**src/sv/pas_pkg.sv**
```systemverilog
// ----------------------------------------------------------------------------
// pas_pkg
// Shared types and constants for the PID arctangent attitude steering block.
// ----------------------------------------------------------------------------
package pas_pkg;

  // angles in 1/256 degree
  localparam logic [16:0] TURN    = 17'd92160;
  localparam logic [16:0] DEG_1   = 17'd256;
  localparam logic [16:0] DEG_90  = 17'd23040;
  localparam logic [16:0] DEG_180 = 17'd46080;
  localparam logic [16:0] DEG_270 = 17'd69120;
  localparam logic [16:0] DEG_359 = 17'd91904;

  // thruster codes
  localparam logic [1:0] THR_MAIN  = 2'd0;
  localparam logic [1:0] THR_LEFT  = 2'd1;
  localparam logic [1:0] THR_RIGHT = 2'd2;

  // configuration register indexes
  typedef enum logic [2:0] {
    REG_PLATFORM_X,
    REG_GAIN_P,
    REG_GAIN_I,
    REG_GAIN_D,
    REG_INVERSE_STRETCH,
    REG_OFFSET_LIMIT,
    REG_THRUSTER_OK
  } cfg_reg_t;

  // datapath operations, one per controller step
  typedef enum logic [4:0] {
    OP_NONE,
    OP_MAG,
    OP_DTERM,
    OP_ILO,
    OP_IHI,
    OP_ISUM,
    OP_USUM,
    OP_UMAG,
    OP_YLO,
    OP_YHI,
    OP_YSUM,
    OP_NORM,
    OP_ROT,
    OP_LIM,
    OP_WRAP,
    OP_CORR
  } op_t;

  typedef struct packed {
    logic load;
    logic publish;
    op_t  op;
  } cmd_t;

  typedef struct packed {
    logic norm_done;
    logic rot_last;
    logic out_free;
  } status_t;

  // arctangent of 2^-i, quarter turn = 2^30
  function automatic logic [29:0] atan_entry(input logic [4:0] i);
    logic [29:0] r;
    case (i)
      5'd0:  r = 30'd536870912;
      5'd1:  r = 30'd316933406;
      5'd2:  r = 30'd167458907;
      5'd3:  r = 30'd85004756;
      5'd4:  r = 30'd42667331;
      5'd5:  r = 30'd21354465;
      5'd6:  r = 30'd10679838;
      5'd7:  r = 30'd5340245;
      5'd8:  r = 30'd2670163;
      5'd9:  r = 30'd1335087;
      5'd10: r = 30'd667544;
      5'd11: r = 30'd333772;
      5'd12: r = 30'd166886;
      5'd13: r = 30'd83443;
      5'd14: r = 30'd41722;
      5'd15: r = 30'd20861;
      5'd16: r = 30'd10430;
      5'd17: r = 30'd5215;
      5'd18: r = 30'd2608;
      5'd19: r = 30'd1304;
      5'd20: r = 30'd652;
      5'd21: r = 30'd326;
      5'd22: r = 30'd163;
      5'd23: r = 30'd81;
      default: r = 30'd0;
    endcase
    return r;
  endfunction

endpackage

```
**src/sv/pas_ctrl.sv**
```systemverilog
// ----------------------------------------------------------------------------
// pas_ctrl
// Sequencer: steps the datapath through one control tick per request.
// ----------------------------------------------------------------------------
module pas_ctrl import pas_pkg::*; (
  input  logic    clk,
  input  logic    rst,
  input  logic    in_valid,
  output logic    in_ready,
  input  status_t status,
  output cmd_t    cmd
);

  typedef enum logic [4:0] {
    S_IDLE, S_MAG, S_DTERM, S_ILO, S_IHI, S_ISUM, S_USUM, S_UMAG,
    S_YLO, S_YHI, S_YSUM, S_NORM, S_ROT, S_LIM, S_WRAP, S_CORR, S_DONE
  } state_t;

  state_t state;

  // state register
  always_ff @(posedge clk) begin
    if (rst) begin
      state <= S_IDLE;
    end else begin
      case (state)
        S_IDLE:  if (in_valid) state <= S_MAG;
        S_MAG:   state <= S_DTERM;
        S_DTERM: state <= S_ILO;
        S_ILO:   state <= S_IHI;
        S_IHI:   state <= S_ISUM;
        S_ISUM:  state <= S_USUM;
        S_USUM:  state <= S_UMAG;
        S_UMAG:  state <= S_YLO;
        S_YLO:   state <= S_YHI;
        S_YHI:   state <= S_YSUM;
        S_YSUM:  state <= S_NORM;
        S_NORM:  if (status.norm_done) state <= S_ROT;
        S_ROT:   if (status.rot_last) state <= S_LIM;
        S_LIM:   state <= S_WRAP;
        S_WRAP:  state <= S_CORR;
        S_CORR:  state <= S_DONE;
        S_DONE:  if (status.out_free) state <= S_IDLE;
        default: state <= S_IDLE;
      endcase
    end
  end

  assign in_ready = (state == S_IDLE);

  // command decode
  always_comb begin
    cmd.load    = (state == S_IDLE) && in_valid;
    cmd.publish = (state == S_DONE) && status.out_free;
    case (state)
      S_MAG:   cmd.op = OP_MAG;
      S_DTERM: cmd.op = OP_DTERM;
      S_ILO:   cmd.op = OP_ILO;
      S_IHI:   cmd.op = OP_IHI;
      S_ISUM:  cmd.op = OP_ISUM;
      S_USUM:  cmd.op = OP_USUM;
      S_UMAG:  cmd.op = OP_UMAG;
      S_YLO:   cmd.op = OP_YLO;
      S_YHI:   cmd.op = OP_YHI;
      S_YSUM:  cmd.op = OP_YSUM;
      S_NORM:  cmd.op = OP_NORM;
      S_ROT:   cmd.op = OP_ROT;
      S_LIM:   cmd.op = OP_LIM;
      S_WRAP:  cmd.op = OP_WRAP;
      S_CORR:  cmd.op = OP_CORR;
      default: cmd.op = OP_NONE;
    endcase
  end

endmodule

```
**config.mk**
```make
export PLATFORM = sky130hd
export DESIGN_NAME = pas_ctrl
export DESIGN_NICKNAME = d
export VERILOG_FILES = /design/src/sv/pas_pkg.sv /design/src/sv/pas_ctrl.sv
export SDC_FILE = /design/constraint.sdc
export NUM_CORES = 1
export LEC_CHECK = 0
export ABC_AREA = 1
export BUFFER_PORTS_ARGS = -buffer_cell sky130_fd_sc_hd__buf_2
export CAP_MARGIN = 0
export CORE_AREA = 2 2 39 41
export CTS_BUF_LIST = sky130_fd_sc_hd__clkbuf_4
export DETAILED_ROUTE_END_ITERATION = 6
export DIE_AREA = 0 0 41 43
export GPL_ROUTABILITY_DRIVEN = 1
export GPL_TIMING_DRIVEN = 1
export SLEW_MARGIN = 20
export SYNTH_ARGS = -nofsm -noshare
export SYNTH_HDL_FRONTEND = slang
export SYNTH_SLANG_ARGS = --single-unit
```
**constraint.sdc**
```tcl
create_clock -name clk -period 1.2 [get_ports clk]
set_input_delay 0.12 -clock clk [delete_from_list [all_inputs] [get_ports clk]]
set_output_delay 0.12 -clock clk [all_outputs]
set_load 0.01 [all_outputs]
```
Yosys cells after proc, flatten, opt, wreduce, memory -nomap -nowiden
Memory sizes are Yosys's and may differ from the RTL's. A register that Yosys moved wholly into a read port is not among the register bits.
Cells that the tools add are included.

word-level totals
  register bits after elaboration = 5
  input bits = 6
  word-level logic and storage cells = 34
  memory bits (read-only) = 64
  memories kept = 1
  output and inout bits = 8

memories
  name              words  bits a word  rd ports  clocked after memory_dff  wr ports  RTL line        source
  (name not given)  16     4            1         1                         0         pas_ctrl.sv:55  case (state)

cells by class
  eq/ne operators = 20
  muxes and demuxes = 8
  reduce and logical (&&, ||, !) cells = 4

operator list
  cell                                                                   number
  5-bit case mux with 17 select lines                                    1
  5-bit by 4-bit equality test with 1-bit output, second input constant  8
  5-bit two-way mux                                                      5
  5-bit by 3-bit equality test with 1-bit output, second input constant  4
  5-bit by 2-bit equality test with 1-bit output, second input constant  2
  4-bit two-way mux                                                      2
  2-bit != test, second input constant                                   4
  5-bit by 1-bit equality test with 1-bit output, second input constant  1
  5-bit equality test, second input constant                             1
  5-bit logical NOT                                                      1
  4-bit AND reduction                                                    1
  1-bit logical AND                                                      2

Longest topological paths before layout
  word-level depth = 5
  depth in mapped cells = 9
  gate-level depth less buffers = 8

Least setup slack after synthesis
OpenSTA, ideal clock, no wires.

  path type = flip-flop to flip-flop
  from = register state[4]
  to = register (tool-made name)
  arrival = 0.938 ns
  setup slack = 0.192 ns
  buffers on the path = 1
  setup time = 0.070 ns
  data required time = 1.130 ns
  cell stages (with the launch flop) = 10
  clock period less this slack = 1.008 ns
  path through = dfxtp_1 buf_6 inv_6 nand2_4 inv_2 nand3_4 nand2_2 o21bai_1 nand2_1 nor2_1

RTL lines
  element                   RTL line        source
  start: declaration        pas_ctrl.sv:19  state_t state;
  start signal: assignment  pas_ctrl.sv:24  state <= S_IDLE;
  start signal: assignment  pas_ctrl.sv:27  S_IDLE: if (in_valid) state <= S_MAG;
  start signal: assignment  pas_ctrl.sv:28  S_MAG: state <= S_DTERM;

==> flow_summary.json <==
{
  "status": "finished, final reports clean",
  "cts_buffer_depth": 2,
  "finalWeightedCongestion": 0.7555,
  "core_um2": 1384,
  "cts_hold_buf": 0,
  "num_vias": 456,
  "cp_slowest_cell": "dfxtp_4",
  "grt_first_pass_wirelength_um": 1635,
  "synthTopCellsByArea": "dfxtp_1 (36%), nor2_1 (11%), inv_1 (8.2%)",
  "synth.area.mux_share_pct": 0,
  "layout_commonest_cell": "nor2_1",
  "synthAdderAreaFrac_pct": 0,
  "worstSetupPathType": "flip-flop to primary output",
  "synth_top_family_by_area": "simple AND/OR/NAND/NOR gates",
  "layout_common_cells": "nor2_1 (14), buf_2 (12), inv_1 (11), nand2_1 (5)",
  "route.detailed.drc": 0,
  "r2r_start": "state[0]$_SDFFE_PP0P_",
  "path_depth": 4,
  "setup_viol": 0,
  "grt_pass1_vias": 420,
  "place_area_um2": 571.8,
  "portBuffers": 12,
  "root_buffer": "clkbuf_4",
  "path_cells": "nor2_4, nand3_2, nor2_1, buf_2",
  "insertedDiodeCount": 0,
  "power.total_mw": 0.8813,
  "startpoint": "state[3]$_SDFFE_PP0P_",
  "first_pass_iters": 2,
  "holdCritStartpoint": "rst",
  "yosysTopAreaCellShare_pct": 35.82,
  "reg2reg_to": "state[2]$_SDFFE_PP0P_",
  "rows": 14,
  "rsz0062_at_grt": "yes",
  "finalSetupTns_ns": 0,
  "yosys_register_bits": 9,
  "multi_input_area_um2": 259.0,
  "yosysTopAreaCell": "dfxtp_1",
  "p_leak_nw": 0.3241,
  "power.density_nw_per_um2": 1381,
  "cap_violations": 0,
  "vias_per_cell": 4.427,
  "numCtsBuffers": 3,
  "dieArea_um2": 1763,
  "worst_setup_path_end_kind": "primary output",
  "die_w_um": 41,
  "ir_worst_vdd_mv": 0.4920,
  "seq_area_frac_synth_pct": 35.82,
  "hpwl_um": 747.8,
  "skew_ns": 0.005082,
  "area_growth_syn_to_layout_pct": 26.87,
  "min_path_type": "input port to flip-flop",
  "syn_avg_cell_area_um2": 7.084,
  "cp.required_ns": 1.08,
  "grt.busiest_layer": "met2",
  "slew_viol_final": 0,
  "gr-total-overflow": 0,
  "synth-simple-area-share_pct": 40.30,
  "grt_max_degree": 7,
  "cts_tree": "yes",
  "crit_end": "cmd[6]",
  "finalNonFillerCells": 103,
  "clk_pin_slew_ns": 0.06,
  "drive_above_1_share_pct": 44.83,
  "use_met1_pct": 16.12,
  "critical_path_buf_inv_count": 1,
  "ant_nets": 0,
  "antenna_found_initial": 0,
  "finalCriticalPeriod_ns": 1.190,
  "worstPathArrival_ns": 1.07,
  "reg2reg_slack_ns": 0.11,
  "finalHoldViolCount": 0,
  "wl_per_cell_um": 9.427,
  "yosys_warnings": 0,
  "fmax_mhz": 840.1,
  "startpoint_type": "flip-flop",
  "ys_types": 21,
  "drt_iter0_markers": 2,
  "dp_cells": 98,
  "finalCritPeriodShare_pct": 99.20,
  "clkSinkCount": 9,
  "postSynthCellCount": 71,
  "die_y_um": 43,
  "r2r_cells": 7,
  "n_fill_cell": 150,
  "crit_fanout": 4,
  "fin_util_pct": 46.11,
  "cp_top_family": "flip-flops",
  "wl_um": 971,
  "fin_area_um2": 638.1,
  "grt_use_met2_pct": 21.25,
  "synth_compound_area_share_pct": 6.965,
  "synth_fp_nets": 77,
  "cpPeakStageDelay_ns": 0.36,
  "clock_latency_ns": 0.26,
  "cts-htree-levels": 1,
  "final_nets": 94,
  "grtUsageTotal_pct": 14.26,
  "io_pins": 14,
  "grtUsageMet3_pct": 4.712,
  "seq_area_um2": 191.4,
  "start_util_pct": 36.35,
  "netlist_area_um2": 503.0,
  "synth-xor-area-share_pct": 0
}
worst min path at each step:
stage	to	slack, ns	depth (start not counted)
2_1_floorplan	state[4]$_SDFFE_PP0P_	0.19	1
3_3_place_gp	state[4]$_SDFFE_PP0P_	0.36	2
3_5_place_dp	state[4]$_SDFFE_PP0P_	0.36	2
4_1_cts	state[4]$_SDFFE_PP0P_	0.08	2
5_1_grt	state[4]$_SDFFE_PP0P_	0.09	2
6_report	state[4]$_SDFFE_PP0P_	0.07	2
cells by family (layout without fill, tap and decap cells):
kind of cell    count (synthesis)  in the layout
simple gates                   38             38
buf+inv                        17             33
flops                           9              9
compound gates                  6              6
other cells                     1              1
through the flow:
stage / hold WS (ns) / setup WS [ns]
2_1_floorplan: 0.1891 / 0.1917
3_3_place_gp: 0.3587 / 0.08147
3_5_place_dp: 0.3605 / 0.08532
4_1_cts: 0.07702 / -0.001764
5_1_grt: 0.08957 / -0.04995
6_report: 0.07335 / 0.009610
cell type report:
type | instances | share of cell area (%)
Multi-Input combinational cell | 45 | 40.59
Sequential cell | 9 | 30.00
Timing Repair Buffer | 14 | 11.76
Inverter | 15 | 9.804
Clock buffer | 4 | 4.706
Tap cell | 16 | 3.137
power breakdown:
part,internal (mW),switching [mW]
Clock,0.151,0.104
Combinational,0.102,0.142
Sequential,0.342,0.0399
Yosys cell counts:
master / n
nor2_1: 15
inv_1: 11
dfxtp_1: 9
nand2_1: 5
nand2_2: 4
nand3_1: 3
nand4_1: 3
nor2_2: 3
a21oi_1: 2
inv_2: 2
nor3_1: 2
o21ai_1: 2
o21bai_1: 2
buf_4: 1
buf_6: 1
clkinv_2: 1
conb_1: 1
inv_6: 1
nand2_4: 1
nand3_4: 1
nor2_4: 1
layer usage:
| layer | up-vias | part of all wire [%] | wire (um) |
|---|---|---|---|
| met3 | 4 | 5.1 | 50 |
| met1 | 194 | 41 | 397 |
| met2 | 10 | 51 | 499 |
| li1 | 248 | - | - |
| met5 | - | 0 | 0 |
| met4 | 0 | 2.4 | 23 |
worst reg2reg max path, stage by stage, from the launching register on:
cell      delay [ns]
dfxtp_2         0.35
nand2_2         0.12
clkinv_2        0.10
nand3_4         0.09
nand2_2         0.06
o21bai_1        0.13
nand2_1         0.07
nor2_1          0.10
repair_timing:
action / in CTS / in global routing
hold endpoints to repair: 0 / 0
endpoints found under the setup margin: 7 / 5
pin swaps: 3 / 1
buffers inserted: 0 / 1
gates resized for setup: 9 / 2
(Power assumes the default switching activity.)
